===== config.mk =====
export PLATFORM = sky130hd
export DESIGN_NAME = ckc_cmd_queue
export DESIGN_NICKNAME = d
export VERILOG_FILES = /design/src/design/ckc_pkg.sv /design/src/design/ckc_cmd_queue.sv
export SDC_FILE = /design/constraint.sdc
export NUM_CORES = 1
export LEC_CHECK = 0
export ABC_AREA = 1
export BUFFER_PORTS_ARGS = -buffer_cell sky130_fd_sc_hd__buf_2
export CAP_MARGIN = 10
export CORE_UTILIZATION = 30
export DETAILED_ROUTE_END_ITERATION = 8
export GPL_TIMING_DRIVEN = 0
export MAX_ROUTING_LAYER = met4
export PLACE_DENSITY = 0.48
export SLEW_MARGIN = 40
export SYNTH_ARGS = -nofsm -noshare
export SYNTH_HDL_FRONTEND = slang
export SYNTH_SLANG_ARGS = --single-unit

===== constraint.sdc =====
create_clock -name i_clk -period 5.4 [get_ports i_clk]
set_input_delay 1.35 -clock i_clk [delete_from_list [all_inputs] [get_ports i_clk]]
set_output_delay 1.35 -clock i_clk [all_outputs]
set_load 0.01 [all_outputs]

===== src/design/ckc_pkg.sv =====
`timescale 1ns / 1ps
// ----------------------------------------------------------------------------
// ckc_pkg
// Shared constants, payload types and helper functions of the canonical
// k-mer counter.
// ----------------------------------------------------------------------------
package ckc_pkg;

    localparam int MAX_WORD    = 8;
    localparam int COUNT_BITS  = 32;
    localparam int WORD_BITS   = 2 * MAX_WORD;
    localparam int TABLE_AW    = WORD_BITS;
    localparam int TABLE_DEPTH = 1 << TABLE_AW;
    localparam int WIN_W       = $clog2(MAX_WORD + 1);

    // Queue depths are kept at powers of two.
    localparam int CMD_DEPTH = 4;
    localparam int CMD_AW    = $clog2(CMD_DEPTH);
    localparam int CMD_CW    = $clog2(CMD_DEPTH + 1);
    localparam int OUT_DEPTH = 4;
    localparam int OUT_AW    = $clog2(OUT_DEPTH);
    localparam int OUT_CW    = $clog2(OUT_DEPTH + 1);

    localparam int CFG_IDX_W  = 3;
    localparam int CFG_DATA_W = 4;

    typedef enum logic [CFG_IDX_W-1:0] {
        CFG_WORD_LENGTH = 3'd0,
        CFG_CODE_A      = 3'd1,
        CFG_CODE_C      = 3'd2,
        CFG_CODE_G      = 3'd3,
        CFG_CODE_T      = 3'd4
    } t_cfg_reg;

    localparam logic [7:0] CH_HEADER   = 8'h3E;
    localparam logic [7:0] CH_NEWLINE  = 8'h0A;
    localparam logic [7:0] CH_UPPER_A  = 8'h41;
    localparam logic [7:0] CH_UPPER_Z  = 8'h5A;
    localparam logic [7:0] CH_CASE_OFS = 8'h20;
    localparam logic [7:0] CH_A        = 8'h61;
    localparam logic [7:0] CH_C        = 8'h63;
    localparam logic [7:0] CH_G        = 8'h67;
    localparam logic [7:0] CH_T        = 8'h74;

    localparam logic ACT_PUSH = 1'b0;
    localparam logic ACT_READ = 1'b1;

    typedef enum logic [1:0] {
        OP_NONE = 2'd0,
        OP_BUMP = 2'd1,
        OP_READ = 2'd2
    } t_op;

    typedef logic [COUNT_BITS-1:0] t_count;

    typedef struct packed {
        logic        action;
        logic [7:0]  symbol;
        logic [15:0] entry_index;
    } t_item;

    typedef struct packed {
        logic [15:0] forward_index;
        logic [15:0] reverse_index;
        logic        counted;
        logic [31:0] entry_count;
        logic [31:0] sequence_length;
    } t_result;

    typedef struct packed {
        t_op                  op;
        logic [WORD_BITS-1:0] fwd_word;
        logic [WORD_BITS-1:0] rev_word;
        logic [TABLE_AW-1:0]  read_addr;
        logic                 counted;
        logic [31:0]          seq_len;
    } t_cmd;

    function automatic t_count sat_inc(input t_count c);
        return (c == '1) ? c : c + 1'b1;
    endfunction

    // Narrows a bin count to the 32-bit result field, saturating.
    function automatic logic [31:0] report_count(input t_count c);
        logic [COUNT_BITS+31:0] wide;
        wide = (COUNT_BITS + 32)'(c);
        if (wide > (COUNT_BITS + 32)'(32'hFFFF_FFFF)) begin
            return 32'hFFFF_FFFF;
        end
        return wide[31:0];
    endfunction

endpackage


===== src/design/ckc_cmd_queue.sv =====
`timescale 1ns / 1ps
// ----------------------------------------------------------------------------
// ckc_cmd_queue
// Short command queue between the classifying front end and the table
// update back end.
// ----------------------------------------------------------------------------
module ckc_cmd_queue
    import ckc_pkg::*;
(
    input  logic i_clk,
    input  logic i_rst_n,
    input  logic i_push,
    input  t_cmd i_cmd,
    output logic o_full,
    input  logic i_pop,
    output logic o_valid,
    output t_cmd o_head
);

    t_cmd              r_mem [CMD_DEPTH];
    logic [CMD_AW-1:0] r_wp, r_rp;
    logic [CMD_CW-1:0] r_cnt;
    logic              do_push, do_pop;

    assign o_full  = (r_cnt == CMD_CW'(CMD_DEPTH));
    assign o_valid = (r_cnt != '0);
    assign o_head  = r_mem[r_rp];
    assign do_push = i_push && !o_full;
    assign do_pop  = i_pop && o_valid;

    always_ff @(posedge i_clk) begin
        if (do_push) begin
            r_mem[r_wp] <= i_cmd;
        end
    end

    always_ff @(posedge i_clk) begin
        if (!i_rst_n) begin
            r_wp  <= '0;
            r_rp  <= '0;
            r_cnt <= '0;
        end else begin
            if (do_push) begin
                r_wp <= r_wp + 1'b1;
            end
            if (do_pop) begin
                r_rp <= r_rp + 1'b1;
            end
            if (do_push && !do_pop) begin
                r_cnt <= r_cnt + 1'b1;
            end else if (do_pop && !do_push) begin
                r_cnt <= r_cnt - 1'b1;
            end
        end
    end

endmodule


After elaboration in Yosys (flattened, before gate mapping). Memory sizes are Yosys's and may differ from the RTL's. A register that Yosys moved wholly into a read port is not among the register bits. Index checks and enable logic that the tools add are counted.

Flip-flop bits (word level): 7. Bits in writable memories: 332. Bits of input ports: 87. Word-level logic and storage cells: 24. Memories kept: 1.

Memory list: r_mem (words 4, bits a word 83, rd ports 1, clocked after memory_dff 1, write ports 1, line ckc_cmd_queue.sv:20) `t_cmd r_mem [CMD_DEPTH];`.

Add/sub/neg operators: 4. Eq/ne operators: 1. Multiplexer cells: 6. Reduce and logical (&&, ||, !) cells: 9.

Operator list (count): two-way mux 3 bit (2); adder 2 x 1 -> 2 bit, second input constant (2); logical AND 1 bit (4); two-way mux 2 bit (2); adder 3 x 1 -> 3 bit, second input constant (1); == test 3 bit, second input constant (1); logical NOT 1 bit (3); nonzero test 3 bit (1); subtractor 3 x 1 -> 3 bit, second input constant (1); two-way mux 1 bit (2); nonzero test 2 bit (1).

Depth between registers and ports, before layout.
Depth in word-level cells: 7. Depth in mapped cells: 13. Gate-level depth less buffers: 13.

Least setup slack after synthesis. Ideal clock, no wire load.

Kind: input-to-reg. Start: input i_push. End: memory r_mem[0][0] (netlist name) (enable). Library setup time: 0.525 ns. Arrival: 4.921 ns. Required time: 4.875 ns. Slack: -0.046 ns. Cell stages on the path: 2. Cells stage by stage: nand2_1 -> nor2_1.

Word-level cells in the longest chain between the ends: 3.

Ends and longest elaborated chain: from (decl) (line ckc_cmd_queue.sv:12) `input logic i_push,`; logical AND 1 bit (line ckc_cmd_queue.sv:28) `assign do_push = i_push && !o_full;`; two-way mux 1 bit (line ckc_cmd_queue.sv:32) `if (do_push) begin`; two-way mux 1 bit (implied by the code) (line ckc_cmd_queue.sv:33) `r_mem[r_wp] <= i_cmd;`; to (decl) (line ckc_cmd_queue.sv:20).

Every way passes these cells.

==> flow_summary.toml <==
[run_status]
status = "finished clean"

[min_path]
hold-path-cell-count = 2
hold_path.class = "reg -> reg"
hold_end = "r_rp[1]$_SDFFE_PN0P_"
min-delay-start = "r_rp[1]$_SDFFE_PN0P_"

[sta]
holdWs_ns = 0.516
slew-limit-headroom_pct = 60.5
finalHoldViolCount = 0
fin_crit_ns = 3.67
worst_slack_ns = 1.73
finalCritPeriodShare_pct = 67.9
tightestPinTransition_ns = 0.592
setup_viol = 0
rsz0062_at_grt = "false"
fmax_mhz = 273
slew_violations = 0
finalClockSkew_ns = 0.0144

[logic_synthesis]
syn-num-nets = 965
synth_simple_gate_area_share_pct = 5.94
synth_fa_ha_area_share_pct = 0.646
yosysUniqueCellTypes = 20
yosys_warnings = 0
synth_cells = 872
seq_area_frac_synth_pct = 79.4
synth_top_cell_area_share_pct = 78.0
synth_top_family_by_area = "compound AO/OA/AOI/OAI gates"
synthMuxAreaShare_pct = 0
avgSynthCellArea_um2 = 14.7
synthTopCellsByArea = "edfxtp_1 (78%), nor2_1 (5.3%), o21ai_0 (4.2%), o22ai_1 (4.1%), o21ai_1 (2.3%)"
ys_ff_latch = 341
synth_xor_area_share_pct = 0.0685
synth_compound_area_share_pct = 10.7
synth_top_area_cell = "edfxtp_1"
syn_area_um2 = 12800

[grt]
grt_pass1_vias = 7903
antenna_found_initial = 4
grt_max_degree = 18
grt_usage_pct = 15.6
grt-ovfl-total = 0
grt_pass1_wl_um = 48900

[clock_tree]
cts_setup_buffers = 0
clock-sinks = 341
h-tree-depth = 2
cts.path.max_buffers = 3
clkTransAtPathRegs_ns = 0.06
post_cts_resized = 0
cts_root_buf = "clkbuf_16"
cts_buffers = 39
postCtsHoldBufs = 0
cts_tree = "done"
clk_latency_ns = 0.56

[detailed_routing]
drt-vias-per-instance = 4.66
routed_wl_um = 33000
via_count = 7833
drc = 0
wire_per_inst_um = 19.6
drt_pre_antenna_iters = 5
drt_iter0_drc = 460
antenna_left = 0

[power_and_ir_drop]
p_sw_mw = 2.41
p_total_mw = 7.72
peakVddDrop_mv = 0.276
seq_power_share_pct = 42.5
powerDensity_nw_per_um2 = 482
swShare_pct = 31.2
p_clk_share_pct = 31.5
leakagePower_nw = 5.62
intPower_mw = 5.31
combPwrFrac_pct = 26.0

[setup_path]
worst-r2r-cell-count = 9
worstReg2RegEnd = "r_mem[0][36]$_DFFE_PP_"
critPathKind = "reg -> out"
cp_max_fo = 10
start_kind = "flip-flop"
critPathRequiredTime_ns = 4.05
rr_startpoint = "r_cnt[0]$_SDFFE_PN0P_"
crit_arrival_ns = 2.32
end_kind = "output port"
reg2reg_slack_ns = 2.97

[floorplanning]
die_w_um = 208
rows = 75
core-area_um2 = 41900
ioPinCount = 172
design.die.area_um2 = 43400
initial_utilization_pct = 30.5
fp.dieH_um = 208

[placed_design]
numPortBuffers = 171
hpwl_um = 21000
dp_worst_setup_slack_ns = 2.05
place.gp.congestion = 0.728
placed_area_um2 = 14800

[layout]
n_fill_cell = 3967
syn_to_final_growth_pct = 25.2
finish.instance_area_um2 = 16000
regArea_um2 = 10100
nNetsFinal = 1201
layout-drive-gt1-share_pct = 25.1
multiInputGateArea_um2 = 2250

[job]
maxCapViolCount = 0
routing by layer:
layer / vias up / track usage (%) / part of all wire (%)
met5: - / - / 0
met4: 0 / 4.65 / 2.0
met3: 45 / 3.26 / 5.5
met2: 203 / 24.5 / 47
met1: 3821 / 20.4 / 46
li1: 3764 / - / -
cell families after synthesis:
family / Yosys count
AOI/OAI and AO/OA: 253
xor gates and xnor gates: 1
adders and majority gates: 6
buffers and inverters: 71
DFF: 341
and+or+nand+nor: 200
cells in the mapped netlist:
| cell type | count |
|---|---|
| nand2_1 | 15 |
| o21ai_1 | 60 |
| nor2_1 | 180 |
| clkbuf_1 | 21 |
| nand3b_1 | 1 |
| buf_2 | 8 |
| buf_4 | 9 |
| o21ai_0 | 107 |
| o22ai_1 | 83 |
| inv_1 | 16 |
| dfxtp_1 | 9 |
| nand3_1 | 4 |
| edfxtp_1 | 332 |
| a21oi_1 | 3 |
| clkbuf_2 | 3 |
| fa_1 | 1 |
| ha_1 | 5 |
| buf_6 | 13 |
| inv_4 | 1 |
| xor2_1 | 1 |
flip-flops by register name, summed over array words and instances (netlist names), named ones only:
name   cells
r_mem    332
r_wp       2
r_cnt      3
r_rp       2
power groups by stage:
stage	clock, mW	sequential, mW	combinational, mW
2_1_floorplan	0	3.36	1.07
3_3_place_gp	0	3.41	1.92
3_5_place_dp	0	3.34	2.05
4_1_cts	2.50	3.28	2.05
5_1_grt	2.60	3.30	2.20
6_report	2.43	3.28	2.01
placed cells by master (no fill, tap or decap), types with 2 or more instances in the layout:
master and count:
a21oi_1 3, buf_16 10, buf_2 179, buf_4 9
buf_6 13, buf_8 14, clkbuf_1 29, clkbuf_16 39
clkbuf_2 3, clkinv_1 9, clkinv_2 3, clkinv_4 3
clkinvlp_4 2, dfxtp_1 9, diode_2 5, edfxtp_1 332
ha_1 5, inv_1 16, inv_6 3, nand2_1 15
nand3_1 4, nor2_1 176, nor2_4 4, o21ai_0 107
o21ai_1 60, o22ai_1 83
how the worst max path moves through the flow:
| stage | start | endpoint | slack [ns] |
|---|---|---|---|
| 2_1_floorplan | i_push | r_mem[0][0]$_DFFE_PP_ | -0.05 |
| 3_3_place_gp | i_push | r_mem[3][31]$_DFFE_PP_ | -3.70 |
| 3_5_place_dp | i_push | r_mem[0][36]$_DFFE_PP_ | 2.05 |
| 4_1_cts | flip-flop | o_head[62] | 1.62 |
| 5_1_grt | flip-flop | o_head[9] | 1.51 |
| 6_report | flip-flop | o_head[16] | 1.73 |
final cells by class:
class | instances | share of cell area, %
antenna | 5 | 0.0782
clock inverter | 21 | 0.914
tap | 539 | 4.21
timing repair buffer | 195 | 8.38
sequential | 341 | 63.4
multi-input combinational | 460 | 14.1
buffer | 54 | 2.17
clock buffer | 48 | 6.37
inverter | 17 | 0.414
per-stage QoR:
stage / utilization (%) / cells / setup TNS [ns]
2_1_floorplan: - / 872 / -15.37
3_3_place_gp: 34.1 / 1582 / -1174.60
6_report: 38.2 / 1680 / 0
3_5_place_dp: 35.4 / 1606 / 0
5_1_grt: 38.2 / 1679 / 0
4_1_cts: 38.1 / 1675 / 0
worst max-delay path, stage by stage (launching register included):
cell      delay, ns
dfxtp_1        0.31
inv_1          0.06
buf_2          0.32
clkbuf_1       0.51
o21ai_1        0.14
o22ai_1        0.24
buf_2          0.19
Note: power is estimated with default switching activity, not from simulation.
