===== src/design/ckc_pkg.sv =====
`timescale 1ns / 1ps
// ----------------------------------------------------------------------------
// ckc_pkg
// Shared constants, payload types and helper functions of the canonical
// k-mer counter.
// ----------------------------------------------------------------------------
package ckc_pkg;

    localparam int MAX_WORD    = 8;
    localparam int COUNT_BITS  = 32;
    localparam int WORD_BITS   = 2 * MAX_WORD;
    localparam int TABLE_AW    = WORD_BITS;
    localparam int TABLE_DEPTH = 1 << TABLE_AW;
    localparam int WIN_W       = $clog2(MAX_WORD + 1);

    // Queue depths are kept at powers of two.
    localparam int CMD_DEPTH = 4;
    localparam int CMD_AW    = $clog2(CMD_DEPTH);
    localparam int CMD_CW    = $clog2(CMD_DEPTH + 1);
    localparam int OUT_DEPTH = 4;
    localparam int OUT_AW    = $clog2(OUT_DEPTH);
    localparam int OUT_CW    = $clog2(OUT_DEPTH + 1);

    localparam int CFG_IDX_W  = 3;
    localparam int CFG_DATA_W = 4;

    typedef enum logic [CFG_IDX_W-1:0] {
        CFG_WORD_LENGTH = 3'd0,
        CFG_CODE_A      = 3'd1,
        CFG_CODE_C      = 3'd2,
        CFG_CODE_G      = 3'd3,
        CFG_CODE_T      = 3'd4
    } t_cfg_reg;

    localparam logic [7:0] CH_HEADER   = 8'h3E;
    localparam logic [7:0] CH_NEWLINE  = 8'h0A;
    localparam logic [7:0] CH_UPPER_A  = 8'h41;
    localparam logic [7:0] CH_UPPER_Z  = 8'h5A;
    localparam logic [7:0] CH_CASE_OFS = 8'h20;
    localparam logic [7:0] CH_A        = 8'h61;
    localparam logic [7:0] CH_C        = 8'h63;
    localparam logic [7:0] CH_G        = 8'h67;
    localparam logic [7:0] CH_T        = 8'h74;

    localparam logic ACT_PUSH = 1'b0;
    localparam logic ACT_READ = 1'b1;

    typedef enum logic [1:0] {
        OP_NONE = 2'd0,
        OP_BUMP = 2'd1,
        OP_READ = 2'd2
    } t_op;

    typedef logic [COUNT_BITS-1:0] t_count;

    typedef struct packed {
        logic        action;
        logic [7:0]  symbol;
        logic [15:0] entry_index;
    } t_item;

    typedef struct packed {
        logic [15:0] forward_index;
        logic [15:0] reverse_index;
        logic        counted;
        logic [31:0] entry_count;
        logic [31:0] sequence_length;
    } t_result;

    typedef struct packed {
        t_op                  op;
        logic [WORD_BITS-1:0] fwd_word;
        logic [WORD_BITS-1:0] rev_word;
        logic [TABLE_AW-1:0]  read_addr;
        logic                 counted;
        logic [31:0]          seq_len;
    } t_cmd;

    function automatic t_count sat_inc(input t_count c);
        return (c == '1) ? c : c + 1'b1;
    endfunction

    // Narrows a bin count to the 32-bit result field, saturating.
    function automatic logic [31:0] report_count(input t_count c);
        logic [COUNT_BITS+31:0] wide;
        wide = (COUNT_BITS + 32)'(c);
        if (wide > (COUNT_BITS + 32)'(32'hFFFF_FFFF)) begin
            return 32'hFFFF_FFFF;
        end
        return wide[31:0];
    endfunction

endpackage


===== src/design/ckc_front.sv =====
`timescale 1ns / 1ps
// ----------------------------------------------------------------------------
// ckc_front
// Accepts characters and read requests, tracks the sequence and k-mer window
// state, holds the configuration registers and emits one command per item.
// ----------------------------------------------------------------------------
module ckc_front
    import ckc_pkg::*;
(
    input  logic                  i_clk,
    input  logic                  i_rst_n,
    input  logic                  i_push,
    input  t_item                 i_item,
    input  logic                  i_block,
    output logic                  o_accept,
    output t_cmd                  o_cmd,
    input  logic                  i_cfg_valid,
    input  logic [CFG_IDX_W-1:0]  i_cfg_index,
    input  logic [CFG_DATA_W-1:0] i_cfg_data
);

    logic [3:0]           r_word_length;
    logic [1:0]           r_code_a, r_code_c, r_code_g, r_code_t;
    logic                 r_in_header, n_in_header;
    logic [WORD_BITS-1:0] r_fwd, n_fwd;
    logic [WORD_BITS-1:0] r_rev, n_rev;
    logic [WIN_W-1:0]     r_win, n_win;
    logic [31:0]          r_seen, n_seen;

    logic [WIN_W-1:0]     eff_k;
    logic [WORD_BITS:0]   one_sh;
    logic [WORD_BITS-1:0] mask;
    logic [WORD_BITS-1:0] rev_top;
    logic [7:0]           sym_lc;
    logic [1:0]           code;
    logic                 is_base;
    logic                 counted;
    logic                 wl_write;

    assign o_accept = i_push && !i_block;
    assign wl_write = i_cfg_valid && (i_cfg_index == CFG_WORD_LENGTH);

    always_comb begin
        if (r_word_length == 4'd0) begin
            eff_k = WIN_W'(1);
        end else if (r_word_length > 4'(MAX_WORD)) begin
            eff_k = WIN_W'(MAX_WORD);
        end else begin
            eff_k = WIN_W'(r_word_length);
        end
    end

    always_comb begin
        if (i_item.symbol >= CH_UPPER_A && i_item.symbol <= CH_UPPER_Z) begin
            sym_lc = i_item.symbol + CH_CASE_OFS;
        end else begin
            sym_lc = i_item.symbol;
        end
        is_base = 1'b1;
        case (sym_lc)
            CH_A:    code = r_code_a;
            CH_C:    code = r_code_c;
            CH_G:    code = r_code_g;
            CH_T:    code = r_code_t;
            default: begin
                code    = 2'd0;
                is_base = 1'b0;
            end
        endcase
    end

    assign one_sh  = (WORD_BITS + 1)'(1) << {eff_k, 1'b0};
    assign mask    = WORD_BITS'(one_sh - 1'b1);
    assign rev_top = WORD_BITS'(2'd3 - code) << {eff_k - 1'b1, 1'b0};

    always_comb begin
        n_in_header = r_in_header;
        n_fwd       = r_fwd;
        n_rev       = r_rev;
        n_win       = r_win;
        n_seen      = r_seen;
        counted     = 1'b0;
        o_cmd.op    = OP_NONE;
        if (o_accept) begin
            if (i_item.action == ACT_READ) begin
                o_cmd.op = OP_READ;
            end else if (r_in_header) begin
                if (i_item.symbol == CH_NEWLINE) begin
                    n_in_header = 1'b0;
                end
            end else if (i_item.symbol == CH_HEADER) begin
                n_in_header = 1'b1;
                n_fwd       = '0;
                n_rev       = '0;
                n_win       = '0;
                n_seen      = '0;
            end else if (is_base) begin
                n_fwd = ((r_fwd << 2) | WORD_BITS'(code)) & mask;
                n_rev = ((r_rev >> 2) | rev_top) & mask;
                if (r_win < eff_k) begin
                    n_win = r_win + 1'b1;
                end
                if (r_seen != '1) begin
                    n_seen = r_seen + 1'b1;
                end
                if (n_win >= eff_k) begin
                    counted  = 1'b1;
                    o_cmd.op = OP_BUMP;
                end
            end
        end
        // Rewriting the word length restarts the window.
        if (wl_write) begin
            n_fwd = '0;
            n_rev = '0;
            n_win = '0;
        end
        o_cmd.fwd_word  = n_fwd;
        o_cmd.rev_word  = n_rev;
        o_cmd.read_addr = TABLE_AW'(i_item.entry_index);
        o_cmd.counted   = counted;
        o_cmd.seq_len   = n_seen;
    end

    always_ff @(posedge i_clk) begin
        if (!i_rst_n) begin
            r_word_length <= 4'd8;
            r_code_a      <= 2'd0;
            r_code_c      <= 2'd1;
            r_code_g      <= 2'd2;
            r_code_t      <= 2'd3;
            r_in_header   <= 1'b0;
            r_fwd         <= '0;
            r_rev         <= '0;
            r_win         <= '0;
            r_seen        <= '0;
        end else begin
            r_in_header <= n_in_header;
            r_fwd       <= n_fwd;
            r_rev       <= n_rev;
            r_win       <= n_win;
            r_seen      <= n_seen;
            if (i_cfg_valid) begin
                case (i_cfg_index)
                    CFG_WORD_LENGTH: r_word_length <= i_cfg_data;
                    CFG_CODE_A:      r_code_a      <= i_cfg_data[1:0];
                    CFG_CODE_C:      r_code_c      <= i_cfg_data[1:0];
                    CFG_CODE_G:      r_code_g      <= i_cfg_data[1:0];
                    CFG_CODE_T:      r_code_t      <= i_cfg_data[1:0];
                    default: begin
                    end
                endcase
            end
        end
    end

endmodule


===== config.mk =====
export PLATFORM = sky130hd
export DESIGN_NAME = ckc_front
export DESIGN_NICKNAME = d
export VERILOG_FILES = /design/src/design/ckc_pkg.sv /design/src/design/ckc_front.sv
export SDC_FILE = /design/constraint.sdc
export NUM_CORES = 1
export LEC_CHECK = 0
export BUFFER_PORTS_ARGS = -buffer_cell sky130_fd_sc_hd__buf_2
export CAP_MARGIN = 20
export CORE_MARGIN = 2
export CORE_UTILIZATION = 45
export DETAILED_ROUTE_END_ITERATION = 10
export PLACE_DENSITY = 0.72
export SETUP_SLACK_MARGIN = 0.15
export SLEW_MARGIN = 20
export SYNTH_ARGS = -nofsm -noshare
export SYNTH_HDL_FRONTEND = slang
export SYNTH_SLANG_ARGS = --single-unit

===== constraint.sdc =====
create_clock -name i_clk -period 12 [get_ports i_clk]
set_clock_uncertainty 0.15 [all_clocks]
set_input_delay 3 -clock i_clk [delete_from_list [all_inputs] [get_ports i_clk]]
set_output_delay 3 -clock i_clk [all_outputs]
set_load 0.01 [all_outputs]

### Word level (Yosys, flattened, before mapping)

Index checks and enable logic that the tools add are counted.

* bits in registers: 81
* logic and storage cells: 103
* bits of input ports: 37

* equality and inequality tests: 11
* magnitude comparators: 5
* muxes and demuxes: 46
* bitwise logic cells: 7
* add/subtract/negate cells: 6
* reductions and logical operators: 16
* shifts and indexed selects: 2

Operators with widths (number)
* 2-to-1 mux 16 bit: 12
* 2-to-1 mux 32 bit: 6
* 2-to-1 mux 4 bit: 10
* adder 32 x 1 -> 32 bit (second input constant): 1
* bitwise AND 16 bit: 2
* equality test 8 x 7 -> 1 bit (second input constant): 4
* inequality test 32 bit (second input constant): 1
* bitwise OR 14 x 16 -> 16 bit: 1
* bitwise OR 16 x 2 -> 16 bit: 1
* << shifter 1 x 5 -> 16 bit (first input constant): 1
* << shifter 16 x 5 -> 16 bit: 1
* subtractor 16 x 1 -> 16 bit (second input constant): 1
* 2-to-1 mux 1 bit: 14
* AND reduction 2 bit: 6
* adder 8 x 6 -> 8 bit (second input constant): 1
* equality test 8 x 4 -> 1 bit (second input constant): 1
* equality test 8 x 6 -> 1 bit (second input constant): 1
* >= comparator 8 x 7 -> 1 bit (second input constant): 1
* <= comparator 8 x 7 -> 1 bit (second input constant): 1
* 2-to-1 mux 8 bit: 1
* case mux 2 bit (4 select lines): 1
* equality test 3 x 2 -> 1 bit (second input constant): 2
* adder 4 x 1 -> 4 bit (second input constant): 1
* >= comparator 4 bit: 1
* other kinds (16): 21

### Logic depth before layout (Yosys ltp)

* depth after elaboration: 18
* depth in mapped cells: 14
* depth with buffers taken out: 12

### Worst setup path before layout

Ideal clock, no wire load.

* path type: in2out
* start point: input i_item[21] in the netlist's numbering
* end point: output o_cmd[20] in the netlist's numbering
* cell stages on the path: 7
* data arrival time: 4.735 ns
* path slack: 4.115 ns
* cell sequence: ha_1 nor2b_1 o21ai_2 nor3_4 nand4_2 or3_1 a21oi_1

RTL lines
* start, declared: RTL line ckc_front.sv:13 `input t_item i_item,`
* end, declared: RTL line ckc_front.sv:16 `output t_cmd o_cmd,`

==> results.yml <==
run_status:
  status: "completed"
die:
  pin_count: 121
  dieArea_um2: 12550
  fp.dieH_um: 112.0
  dieWidth_um: 112.0
  core_area_um2: 11420
  start_util_pct: 46.00
  rows: 39
worst_setup_path:
  required_ns: 8.85
  endpoint_kind: "primary output"
  setup.worst_path.class: "primary input to primary output"
  crit_fanout: 25
  cp.arrival_ns: 5.68
  startpoint_type: "primary input"
yosys:
  synth_async_sr_flop_share_pct: 0
  synth-seq-area-share_pct: 30.87
  postSynthCellCount: 651
  synth_edf_count: 0
  ys_seq_elements: 81
  yosysWarnings: 0
  synth.area.top_cells: "dfxtp_1, nor2_1, xor2_1"
  post-synth-top-count-cell: "nor2_1"
  avgSynthCellArea_um2: 8.068
  yosys.area.top_type_share_pct: 30.87
  ys.flop_type: "dfxtp_1"
  synthTopCellsByCount: "nor2_1, dfxtp_1, nand2_1"
  yosysUniqueCellTypes: 78
  yosysTopAreaCell: "dfxtp_1"
  synth_nets: 704
  syn_area_um2: 5253
cells_and_area:
  final_layout_size_suffix_gt1_share_pct: 20.48
  area_delta_synth_final_pct: 12.70
  final_area_um2: 5919
  seqCellArea_um2: 1622
  fin_cells: 851
  num-nets-final: 756
  diodes: 0
  multi_input_area_um2: 3303
  nFillCells: 1106
hold_path:
  min-delay-path-class: "flop to flop"
global_routing:
  grt_usage_pct: 22.26
  grt_first_pass_wirelength_mm: 22.83
  overflow: 0
  antenna_found_initial: 0
  grt_pass1_vias: 4660
  grt_max_degree: 36
timing:
  min_period_ns: 8.825
  whs_ns: 0.3309
  fmax_ghz: 0.1133
  tns_ns: 0
  worst_pin_slew_ns: 0.9733
  slew_headroom_pct: 34.95
  finalSetupViolCount: 0
  slew_viol_final: 0
  rsz0062_at_grt: "no"
  period_share_pct: 73.54
  finalHoldViolations: 0
drt:
  ant_nets: 0
  drt-total-wl_mm: 14.17
  vias: 5052
  drtPass1Iterations: 6
  via_per_inst: 5.937
  drc: 0
  drt_iter0_drc: 366
  avgRoutedWirePerCell_um: 16.65
pwr:
  p_leak_uw: 0.002553
  finalPower_uw: 611.0
  max-vdd-ir-drop_mv: 0.07331
  power.density_nw_per_um2: 103.2
clock_network:
  clk_path_buf_depth: 2
  post_cts_resized: 0
  cts_hold_buf: 0
  insertion_delay_ns: 0.35
  post_cts_buffers: 0
  cts_tree: "yes"
  cts-root-buf: "clkbuf_16"
  h-tree-depth: 3
  cts.clk_slew.worst_paths_ns: 0.06
  cts_inserted_buffers: 9
  cts.sinks: 81
placed_design:
  gp_congestion: 0.8934
  dp.cells: 835
  dp_hpwl_mm: 10.44
  portBuffers: 88
  post_dp_cell_area_um2: 5590
run:
  max_cap_viol_count: 0
==> logic make-up (layout without fill, tap and decap cells) <==
group | count (synthesis) | count (layout) | synth area share (%)
fa+ha+maj | 16 | 16 | 3.811
simple gates | 317 | 317 | 33.02
compound gates | 134 | 134 | 18.56
mux | 10 | 10 | 2.001
xor+xnor | 32 | 32 | 5.336
flops | 81 | 81 | 30.87
buf+inv | 61 | 118 | 6.408
==> routing by layer <==
metal / vias up / part of all wire, % / GRT usage, %
li1: 2445 / - / -
met1: 2390 / 45 / 29.50
met2: 197 / 47 / 36.69
met3: 20 / 7.1 / 4.536
met4: 0 / 1.5 / 7.073
met5: - / 0 / 0
==> state kept, by name, summed over array words and instances (netlist names) <==
signal         flops
r_word_length      4
r_code_a           2
r_in_header        1
r_code_g           2
r_code_c           2
r_code_t           2
r_rev             16
r_win              4
r_seen            32
r_fwd             16
==> cells in the final DEF (no fill, tap or decap), types with 6 or more instances in the layout <==
| master | instances |
|---|---|
| mux2i_1 | 6 |
| xnor2_1 | 8 |
| and3_1 | 14 |
| inv_1 | 14 |
| dfxtp_1 | 81 |
| a31oi_1 | 6 |
| o21bai_1 | 11 |
| a21boi_0 | 7 |
| nor2b_1 | 9 |
| o31ai_1 | 7 |
| a22oi_1 | 20 |
| buf_2 | 88 |
| ha_1 | 16 |
| o21ai_0 | 19 |
| nor3_1 | 12 |
| a21oi_1 | 18 |
| clkbuf_16 | 9 |
| nor2_1 | 132 |
| or3_1 | 6 |
| nand2b_1 | 6 |
| nand4_1 | 21 |
| and2_1 | 10 |
| xor2_1 | 24 |
| nand3_1 | 24 |
| nand2_1 | 36 |
==> where the power goes <==
group	internal (uW)	switching, uW
clock network	188	114
registers	270	1.31
logic	12.7	25.2
==> critical path, cell delays in order <==
cell and delay (ns):
buf_2 0.18, ha_1 0.30, nor2b_1 0.36, o21ai_2 0.19, o21ai_2 0.23, nand2_1 0.51
a222oi_1 0.67, nor2_1 0.07, buf_2 0.16
==> worst paths after layout <==
path | slack (ns) | startpoint | end | depth (start not counted)
hold reg to reg | 0.33 | r_code_t[0] | r_code_t[0] | 2
setup / recovery | 3.17 | i_item[21] | o_cmd[55] | 9
setup reg to reg | 8.21 | r_word_length[2] | r_fwd[12] | 12
hold / removal | 0.33 | r_code_t[0] | r_code_t[0] | 2
==> cell type report <==
cell class                      instances  area share, %
Tap cell                              143          3.023
Timing Repair Buffer                   88          7.440
Inverter                               14         0.8878
Multi-Input combinational cell        509          55.80
Clock inverter                          4          1.289
Clock buffer                           12          4.164
Sequential cell                        81          27.39
==> through the flow <==
step,utilization [%],worst slack (ns)
6_report,51.84,3.175
5_1_grt,51.84,2.933
4_1_cts,51.79,3.209
3_5_place_dp,48.96,3.192
3_3_place_gp,48.96,3.342
2_1_floorplan,-,4.115
(Power assumes the default switching activity.)
